### src/sv/pcsr_pkg.sv
package pcsr_pkg;

  localparam int REQ_W  = 3;
  localparam int PRIO_W = 16;
  localparam int CNT_W  = 11;

  localparam int TABLE_ENTRIES_DEF = 16;
  localparam int MAX_ITEMS_DEF     = 1024;

  localparam logic [REQ_W-1:0] REQ_ADD    = 3'd0;
  localparam logic [REQ_W-1:0] REQ_REMOVE = 3'd1;
  localparam logic [REQ_W-1:0] REQ_CHANGE = 3'd2;
  localparam logic [REQ_W-1:0] REQ_BEGIN  = 3'd3;
  localparam logic [REQ_W-1:0] REQ_PLACE  = 3'd4;

  // token that walks the row of cells, one cell per cycle
  typedef struct packed {
    logic                     vld;
    logic [REQ_W-1:0]         req;
    logic signed [PRIO_W-1:0] key;
    logic signed [PRIO_W-1:0] old_key;
    logic [CNT_W-1:0]         sum_less;
    logic [CNT_W-1:0]         sum_all;
    logic                     hit;
    logic                     alloc;
    logic [CNT_W-1:0]         placed;
  } tok_t;

  function automatic logic [CNT_W-1:0] sat_add(input logic [CNT_W-1:0] a,
                                               input logic [CNT_W-1:0] b,
                                               input logic [CNT_W-1:0] cap);
    logic [CNT_W:0] s;
    s = {1'b0, a} + {1'b0, b};
    return (s > {1'b0, cap}) ? cap : s[CNT_W-1:0];
  endfunction

  function automatic logic [CNT_W-1:0] sat_inc(input logic [CNT_W-1:0] v,
                                               input logic [CNT_W-1:0] cap);
    return (v >= cap) ? cap : v + CNT_W'(1);
  endfunction

endpackage

### src/sv/pcsr_cell.sv
module pcsr_cell #(
  parameter int MAX_ITEMS = pcsr_pkg::MAX_ITEMS_DEF
) (
  input  logic            clk,
  input  logic            rst_n,
  input  pcsr_pkg::tok_t  tok_i,
  output pcsr_pkg::tok_t  tok_o
);
  import pcsr_pkg::*;

  localparam int CNT_MAX = (1 << CNT_W) - 1;
  localparam int CNT_CAP = (MAX_ITEMS < CNT_MAX) ? MAX_ITEMS : CNT_MAX;
  localparam logic [CNT_W-1:0] CAP = CNT_W'(CNT_CAP);

  logic                     valid_r, valid_nxt;
  logic signed [PRIO_W-1:0] prio_r, prio_nxt;
  logic [CNT_W-1:0]         mem_r, mem_nxt;
  logic [CNT_W-1:0]         placed_r, placed_nxt;
  tok_t                     tok_r, tok_nxt;

  logic                     key_hit;
  logic                     old_hit;
  logic [CNT_W-1:0]         mem_dec;
  logic [CNT_W-1:0]         base;

  assign key_hit = valid_r && (prio_r == tok_i.key);
  assign old_hit = valid_r && (prio_r == tok_i.old_key);
  assign mem_dec = (old_hit && (mem_r != '0)) ? mem_r - CNT_W'(1) : mem_r;
  assign base    = (tok_i.req == REQ_CHANGE) ? mem_dec : mem_r;

  always_comb begin
    tok_nxt    = tok_i;
    valid_nxt  = valid_r;
    prio_nxt   = prio_r;
    mem_nxt    = mem_r;
    placed_nxt = placed_r;
    if (tok_i.vld) begin
      unique case (tok_i.req)
        REQ_ADD, REQ_CHANGE: begin
          mem_nxt = base;
          if (key_hit) begin
            tok_nxt.hit = 1'b1;
            mem_nxt     = sat_inc(base, CAP);
          end else if (!valid_r && !tok_i.hit && !tok_i.alloc) begin
            // valid entries form a prefix, so the first free cell ends the search
            tok_nxt.alloc = 1'b1;
            valid_nxt     = 1'b1;
            prio_nxt      = tok_i.key;
            mem_nxt       = CNT_W'(1);
            placed_nxt    = '0;
          end
        end
        REQ_REMOVE: begin
          if (key_hit) begin
            tok_nxt.hit = 1'b1;
            mem_nxt     = (mem_r != '0) ? mem_r - CNT_W'(1) : mem_r;
          end
        end
        REQ_BEGIN: begin
          placed_nxt = '0;
        end
        REQ_PLACE: begin
          if (valid_r) begin
            tok_nxt.sum_all = sat_add(tok_i.sum_all, mem_r, CAP);
            if (prio_r < tok_i.key) begin
              tok_nxt.sum_less = sat_add(tok_i.sum_less, mem_r, CAP);
            end
          end
          if (key_hit) begin
            tok_nxt.hit    = 1'b1;
            tok_nxt.placed = placed_r;
            placed_nxt     = sat_inc(placed_r, CAP);
          end
        end
        default: begin
        end
      endcase
    end
  end

  always_ff @(posedge clk) begin
    if (!rst_n) begin
      valid_r <= 1'b0;
    end else begin
      valid_r <= valid_nxt;
    end
  end

  always_ff @(posedge clk) begin
    if (tok_i.vld) begin
      prio_r   <= prio_nxt;
      mem_r    <= mem_nxt;
      placed_r <= placed_nxt;
    end
  end

  always_ff @(posedge clk) begin
    if (!rst_n) begin
      tok_r <= '0;
    end else begin
      tok_r <= tok_nxt;
    end
  end

  assign tok_o = tok_r;

endmodule

### src/sv/priority_counting_sort_ranker_core.sv
// Ranks items by priority with a stable counting sort over a table of distinct priorities,
// one cell per table entry. Each request enters while busy is low, walks the row of cells
// one cell per cycle and yields exactly one result word, registered after the last cell and
// shown for a single cycle with out_valid; the receiver cannot stall, so it must take the
// word in that cycle. busy falls in the cycle that out_valid is high, so the next request
// may be issued then. The rate is set by the walk through the row of cells.
module priority_counting_sort_ranker_core #(
  parameter int TABLE_ENTRIES = pcsr_pkg::TABLE_ENTRIES_DEF,
  parameter int MAX_ITEMS     = pcsr_pkg::MAX_ITEMS_DEF
) (
  input  logic                             clk,
  input  logic                             rst_n,
  input  logic                             start,
  output logic                             busy,
  input  logic [pcsr_pkg::REQ_W-1:0]       in_req_type,
  input  logic signed [pcsr_pkg::PRIO_W-1:0] in_priority_req,
  input  logic signed [pcsr_pkg::PRIO_W-1:0] in_old_priority,
  output logic                             out_valid,
  output logic [pcsr_pkg::CNT_W-1:0]       out_slot,
  output logic                             out_found,
  output logic                             out_table_full
);
  import pcsr_pkg::*;

  localparam int CNT_MAX = (1 << CNT_W) - 1;
  localparam int CNT_CAP = (MAX_ITEMS < CNT_MAX) ? MAX_ITEMS : CNT_MAX;
  localparam logic [CNT_W-1:0] CAP = CNT_W'(CNT_CAP);

  tok_t             chain [TABLE_ENTRIES+1];
  tok_t             tok0_r, tok0_nxt;
  tok_t             tok_end;
  logic             busy_r, busy_nxt;
  logic             accept;

  logic             out_valid_r;
  logic [CNT_W-1:0] slot_r, slot_nxt;
  logic             found_r, found_nxt;
  logic             full_r, full_nxt;

  assign accept  = start && !busy_r;
  assign tok_end = chain[TABLE_ENTRIES];

  always_comb begin
    tok0_nxt          = '0;
    tok0_nxt.vld      = accept;
    tok0_nxt.req      = in_req_type;
    tok0_nxt.key      = in_priority_req;
    tok0_nxt.old_key  = in_old_priority;
  end

  always_comb begin
    busy_nxt = busy_r;
    if (accept) begin
      busy_nxt = 1'b1;
    end else if (tok_end.vld) begin
      busy_nxt = 1'b0;
    end
  end

  always_ff @(posedge clk) begin
    if (!rst_n) begin
      busy_r      <= 1'b0;
      out_valid_r <= 1'b0;
    end else begin
      busy_r      <= busy_nxt;
      out_valid_r <= tok_end.vld;
    end
  end

  always_ff @(posedge clk) begin
    if (!rst_n) begin
      tok0_r <= '0;
    end else begin
      tok0_r <= tok0_nxt;
    end
  end

  assign chain[0] = tok0_r;

  for (genvar i = 0; i < TABLE_ENTRIES; i++) begin : g_cell
    pcsr_cell #(
      .MAX_ITEMS(MAX_ITEMS)
    ) u_cell (
      .clk  (clk),
      .rst_n(rst_n),
      .tok_i(chain[i]),
      .tok_o(chain[i+1])
    );
  end

  // result word once the token leaves the last cell
  always_comb begin
    slot_nxt  = '0;
    found_nxt = 1'b0;
    full_nxt  = 1'b0;
    unique case (tok_end.req)
      REQ_ADD, REQ_CHANGE: begin
        found_nxt = tok_end.hit;
        full_nxt  = !tok_end.hit && !tok_end.alloc;
      end
      REQ_REMOVE: begin
        found_nxt = tok_end.hit;
      end
      REQ_PLACE: begin
        found_nxt = tok_end.hit;
        slot_nxt  = tok_end.hit ? sat_add(tok_end.sum_less, tok_end.placed, CAP)
                                : tok_end.sum_all;
      end
      default: begin
      end
    endcase
  end

  always_ff @(posedge clk) begin
    if (tok_end.vld) begin
      slot_r  <= slot_nxt;
      found_r <= found_nxt;
      full_r  <= full_nxt;
    end
  end

  assign busy           = busy_r;
  assign out_valid      = out_valid_r;
  assign out_slot       = slot_r;
  assign out_found      = found_r;
  assign out_table_full = full_r;

endmodule

### config.mk
export PLATFORM = sky130hd
export DESIGN_NAME = priority_counting_sort_ranker_core
export DESIGN_NICKNAME = d
export VERILOG_FILES = /design/src/sv/pcsr_pkg.sv /design/src/sv/pcsr_cell.sv /design/src/sv/priority_counting_sort_ranker_core.sv
export SDC_FILE = /design/constraint.sdc
export NUM_CORES = 2
export LEC_CHECK = 0
export ABC_CLOCK_PERIOD_IN_PS = 11600
export BUFFER_PORTS_ARGS = -buffer_cell sky130_fd_sc_hd__clkbuf_2
export CAP_MARGIN = 30
export CORE_MARGIN = 2
export CORE_UTILIZATION = 40
export DETAILED_ROUTE_END_ITERATION = 7
export PLACE_DENSITY = 0.57
export SLEW_MARGIN = 20
export SYNTH_ARGS = -nofsm -noshare
export SYNTH_HDL_FRONTEND = slang
export SYNTH_SLANG_ARGS = --single-unit
export TNS_END_PERCENT = 100
### constraint.sdc
create_clock -name clk -period 11.6 [get_ports clk]
set_input_delay 1.74 -clock clk [delete_from_list [all_inputs] [get_ports clk]]
set_output_delay 1.74 -clock clk [all_outputs]
set_load 0.005 [all_outputs]
# Word level (Yosys, flattened, before mapping)
# Index checks and enable logic that the tools add are counted.
# word_totals
register_bits,1814
latchBits,0
ram_bits,0
mem_bits_ro,0
out_inout_bits,15
n_memories,0
# classes
add_sub_neg,81
mul,0
div,0
order_cmp,81
eq_ne,179
shift,0
n_mux,420
n_bitwise,16
n_reduce_logical,281
# ops
cell,count
$mux 11,258
$mux 22,32
$mux 35,16
$pmux 11 s3,16
$eq 16x16->1,32
$add 11x11->12,33
$gt 12x11->1 const B,33
$add 11x1->11 const B,32
$ge 11x11->1 const B,32
$pmux 11 s2,16
$lt 16x16->1,16
$reduce_bool 11->1,16
$sub 11x1->11 const B,16
$ne 2x1->1 const B,64
$reduce_and 4->1,32
$eq 3x2->1 const B,33
$logic_and 1x1->1,82
$mux 1,82
$reduce_and 5->1,16
$reduce_or 4->1,17
$eq 3x1->1 const B,17
$eq 3x3->1 const B,17
$logic_not 1->1,51
$logic_not 3->1,17
5 further kinds,82

# Logic depth before layout (Yosys ltp)
# logic_depth
ltp_word,9
mapped_depth,20
depth_no_buf,17

# Hierarchy
# From an unflattened synthesis, not the netlist that was laid out.
# hier_totals
cells_unflattened,10764
area_unflattened_um2,101363.5
# by_module_without_submodules
module,instances,cells_per_inst,area_each_um2,seq_area_each_um2
pcsr_cell at g_cell[10].u_cell ...,9,658,6199.7,2582.5
pcsr_cell at g_cell[2].u_cell,1,669,6352.3,2582.5
pcsr_cell at g_cell[13].u_cell,1,670,6289.8,2582.5
pcsr_cell at g_cell[8].u_cell,1,655,6177.2,2582.5
pcsr_cell at g_cell[9].u_cell,1,679,6167.2,2582.5
pcsr_cell at g_cell[6].u_cell,1,672,6159.7,2582.5
pcsr_cell at g_cell[0].u_cell,1,655,6149.6,2582.5
pcsr_cell at g_cell[7].u_cell,1,644,6080.8,2582.5
priority_counting_sort_ranker_core,1,198,2189.6,1151.1

# Least setup slack after synthesis
# Ideal clock, no wire load.
# synth_timing
path_kind,register to register
startpoint,register g_cell[10].u_cell.mem_r[0]
endpoint,register g_cell[10].u_cell.mem_r[8] (data pin)
t_arrival_ps,3899
required_time_ps,11330
path_slack_ps,7431
stages_incl_launch_ff,21
n_path_buf,3
synth_period_minus_slack_ps,4169
cell_sequence,edfxtp_1 -> inv_1 -> ha_1 -> clkbuf_1 -> nor4b_1 -> nand2_1 -> or4_1 -> and3_1 -> clkbuf_1 -> clkbuf_1 -> nand2_1 -> o21ai_0 -> inv_1 -> ha_1 -> nand3_1 -> a41oi_1 -> a2bb2oi_1 -> o21ai_0 -> xnor2_1 -> a221oi_1 -> a21oi_1
# synth_between
elab_chain_len,8
elab_cells_between_ends,13
classes_between,add/sub (2); order compare (1); mux (8); reduce/logical (2)
# synth_lines
element,line,source
from (decl),pcsr_cell.sv:17,"logic [CNT_W-1:0] mem_r, mem_nxt;"
from (signal assigned),pcsr_cell.sv:92,mem_r <= mem_nxt;
"parallel branches: the longest is 7 deep, another holds $sub 11x1->11",-,
$pmux 11 s2 (*),pcsr_cell.sv:38,unique case (tok_i.req)
named net g_cell[10].u_cell.mem_nxt[8],pcsr_cell.sv:17,
# Mark *: on every way through the listed nets, which the timed path passes. The select of a mux whose other input is x is not followed.
# A chain may end at the register's enable or synchronous reset.

# Worst setup path in the final report
# Same ends and word-level chain as after synthesis.

==> reports/results.ini <==
[status]
result_of_the_run=complete, no violations

[synthesis]
synth_cell_types=93
netlist_area_um2=94900
post-synth-top-area-fraction_pct=24.4
synth_top_area_cell=dfxtp_1
ys_ff_latch=1779
post_synth_arst_share_pct=0
synth_edf_count=621
avgSynthCellArea_um2=9.26
post_synth_inst_count=10200
main_flop_type_after_synthesis=dfxtp_1
post_synth_main_area_contributors=dfxtp_1, edfxtp_1, ha_1
ys_seq_area_share_pct=44.1
synth_top_cells_by_count=dfxtp_1, nor2_1, nand2_1, ha_1, edfxtp_1
synth_most_common_cell=dfxtp_1
synth_nets=11000
ys_warn_count=0

[critical_path]
path_class=reg -> reg
cp-start-kind=flip-flop
cp-end-kind=flip-flop
cp_data_required_time_ns=12.18
worst-endpoint-arrival_ns=5.34
crit_path_max_fanout=15

[cts]
tritoncts_clock_tree=yes
clk_path_buf_depth=3
clock-root-buffer=clkbuf_16
cts_hold_buf=0
cts_resized=0
cts-buffers-inserted=197
worstSkewPairLatency_ns=0.85
cts-htree-levels=4
cts_setup_buffers=0
clk_pin_slew_worst_paths_ns=0.06
clock_sinks=1779

[route]
drt-pass1-iter-count=6
vias=72700
detail_route.vias_per_cell=5.37
final_antenna_net_count=0
drc=0
wl_um=260000
route.detailed.wl_per_inst_um=19.2
dr.first_iter.drc_count=5111

[sta]
setup_tns_ns=0
timing.final.crit_period_ns=4.76
unrepaired_setup_endpoints_after_global_routing=false
worst_clock_skew_ns=0.0692
number_of_hold_violations_in_the_final_report=0
layout_worst_path_cycle_share_pct=41.0
worst_slew_margin_rel_pct=37.6
max_slew.worst_pin.slew_ns=0.936
final-max-slew-violation-count=0
max_clock_freq_ghz=0.210
final_setup_violating_endpoints=0
setup_ws_ns=6.84

[final_layout]
final_layout_size_suffix_gt1_share_pct=5.50
fillers=22700
final_net_count=10900
layout.cells.non_filler=13500
area_growth_syn_to_layout_pct=10.9
num_antenna_cells=0

[place]
preCtsSetupSlack_ns=6.79
place.gp.congestion=0.903
post-place-cells=13200
dp_hpwl_um=200000
numPortBuffers=52

[floorplanning]
dieArea_um2=241000
core_area_um2=236000
initial_util_pct=40.3
fp.dieW_um=491
dieHeight_um=491
boundaryPins=53
rows=178

[power]
max_rail_drop_vdd_mv=0.122
power-per-cell-area_nw_per_um2=125
power.total_w=0.0132
p_leak_nw=40.4

[global_route]
met1_usage_pct=29.3
grt_pass1_wl_um=404000
grt.overflow.total=0
grt_max_degree=111
routing_layer_with_the_top_usage_in_global_route=met2
met3_usage_pct=2.38
grt_antenna_before_repair=2
met2_track_utilization_from_global_routing_pct=34.0
grt_usage_pct=20.9
vias_in_the_first_global_route=70900

[worst_hold_path]
hold_path.class=reg -> reg

[flow_run]
maxcap_viol_count=0

## metal layers
layer,up-vias,wire length (um)
li1,35900,-
met1,34700,124000
met5,-,0
met4,0,6540
met3,361,11300
met2,1711,118000
## cells by family after synthesis
| kind of cell | after synthesis | synth area share (%) |
|---|---|---|
| simple gates | 3929 | 20.4 |
| compound gates | 1912 | 12.8 |
| flops | 1779 | 44.1 |
| xor+xnor | 924 | 8.53 |
| buf+inv | 878 | 3.48 |
| fa+ha+maj | 692 | 9.37 |
| mux | 132 | 1.41 |
## registers in the layout, summed over array words and instances (netlist names)
name / count
g_cell.u_cell.mem_r: 176
out_slot: 11
out_found: 1
chain: 36
busy: 1
out_table_full: 1
g_cell.u_cell.tok_o: 1104
g_cell.u_cell.prio_r: 256
g_cell.u_cell.valid_r: 16
g_cell.u_cell.placed_r: 176
out_valid: 1
## where the power goes
part	internal [W]	switching, W	total [W]
logic	0.0000721	0.000157	0.000229
clock network	0.00375	0.00269	0.00644
registers	0.00645	0.0000368	0.00649
total	0.0103	0.00288	0.0132
## cells in the final DEF, fill, tap and decap left out, drive strengths merged, types with 41 or more instances in the layout
| master | n |
|---|---|
| a31oi | 82 |
| nor2 | 1128 |
| o31ai | 46 |
| nand4 | 167 |
| nor3b | 47 |
| o21a | 96 |
| edfxtp | 621 |
| nor4 | 116 |
| clkbuf | 329 |
| or3 | 125 |
| nor3 | 237 |
| inv | 522 |
| a21o | 167 |
| nand2b | 112 |
| nor2b | 135 |
| xor2 | 430 |
| or2 | 41 |
| nand3 | 263 |
| dfxtp | 1158 |
| and3 | 79 |
| nand2 | 884 |
| a21oi | 575 |
| o21ai | 456 |
| buf | 84 |
| ha | 661 |
| a22o | 80 |
| mux2i | 116 |
| clkinv | 64 |
| xnor2 | 494 |
| or4 | 48 |
| a211oi | 58 |
| and2 | 447 |
## critical path: stages, from the launching register on
cell and delay (ns):
edfxtp_1 0.52, inv_1 0.17, ha_1 0.35, nor4b_1 0.46, nand2_1 0.18, or4_1 0.47, and3_1 0.38, nand2_1 0.14
o21ai_0 0.08, inv_1 0.10, ha_1 0.26, nand3_1 0.10, a41oi_1 0.23, a2bb2oi_1 0.28, o21ai_0 0.20, xnor2_1 0.16
a221oi_1 0.31, a21oi_1 0.08
## area by class of cell
| class | count | area, um^2 | share of cell area (%) |
|---|---|---|---|
| multi-input cells | 7589 | 49800 | 47.4 |
| flip-flops and latches | 1779 | 41800 | 39.7 |
| clock buffers | 275 | 5760 | 5.47 |
| well taps | 3150 | 3940 | 3.74 |
| inverters | 503 | 1900 | 1.80 |
| clock inverters | 101 | 1070 | 1.02 |
| repair buffers | 139 | 921 | 0.875 |
## final timing paths
check / startpoint / endpoint / slack (ns) / cells after the start
worst min-delay path: g_cell[5].u_cell.tok_o[58] / g_cell[6].u_cell.prio_r[7] / 0.42 / 0
worst min register to register: g_cell[5].u_cell.tok_o[58] / g_cell[6].u_cell.prio_r[7] / 0.42 / 0
worst max-delay path: g_cell[10].u_cell.mem_r[0] / g_cell[10].u_cell.mem_r[8] / 6.84 / 17
worst max register to register: g_cell[10].u_cell.mem_r[0] / g_cell[10].u_cell.mem_r[8] / 6.84 / 17
## metrics by stage
stage | instance area (um^2) | utilization, % | hold WS [ns]
2_1_floorplan | 94900 | - | 0.408
3_3_place_gp | 98300 | 41.7 | 0.411
3_5_place_dp | 98400 | 41.8 | 0.414
4_1_cts | 105000 | 44.7 | 0.418
5_1_grt | 105000 | 44.7 | 0.427
6_report | 105000 | 44.7 | 0.420
Power figures use the tool's default switching activity.
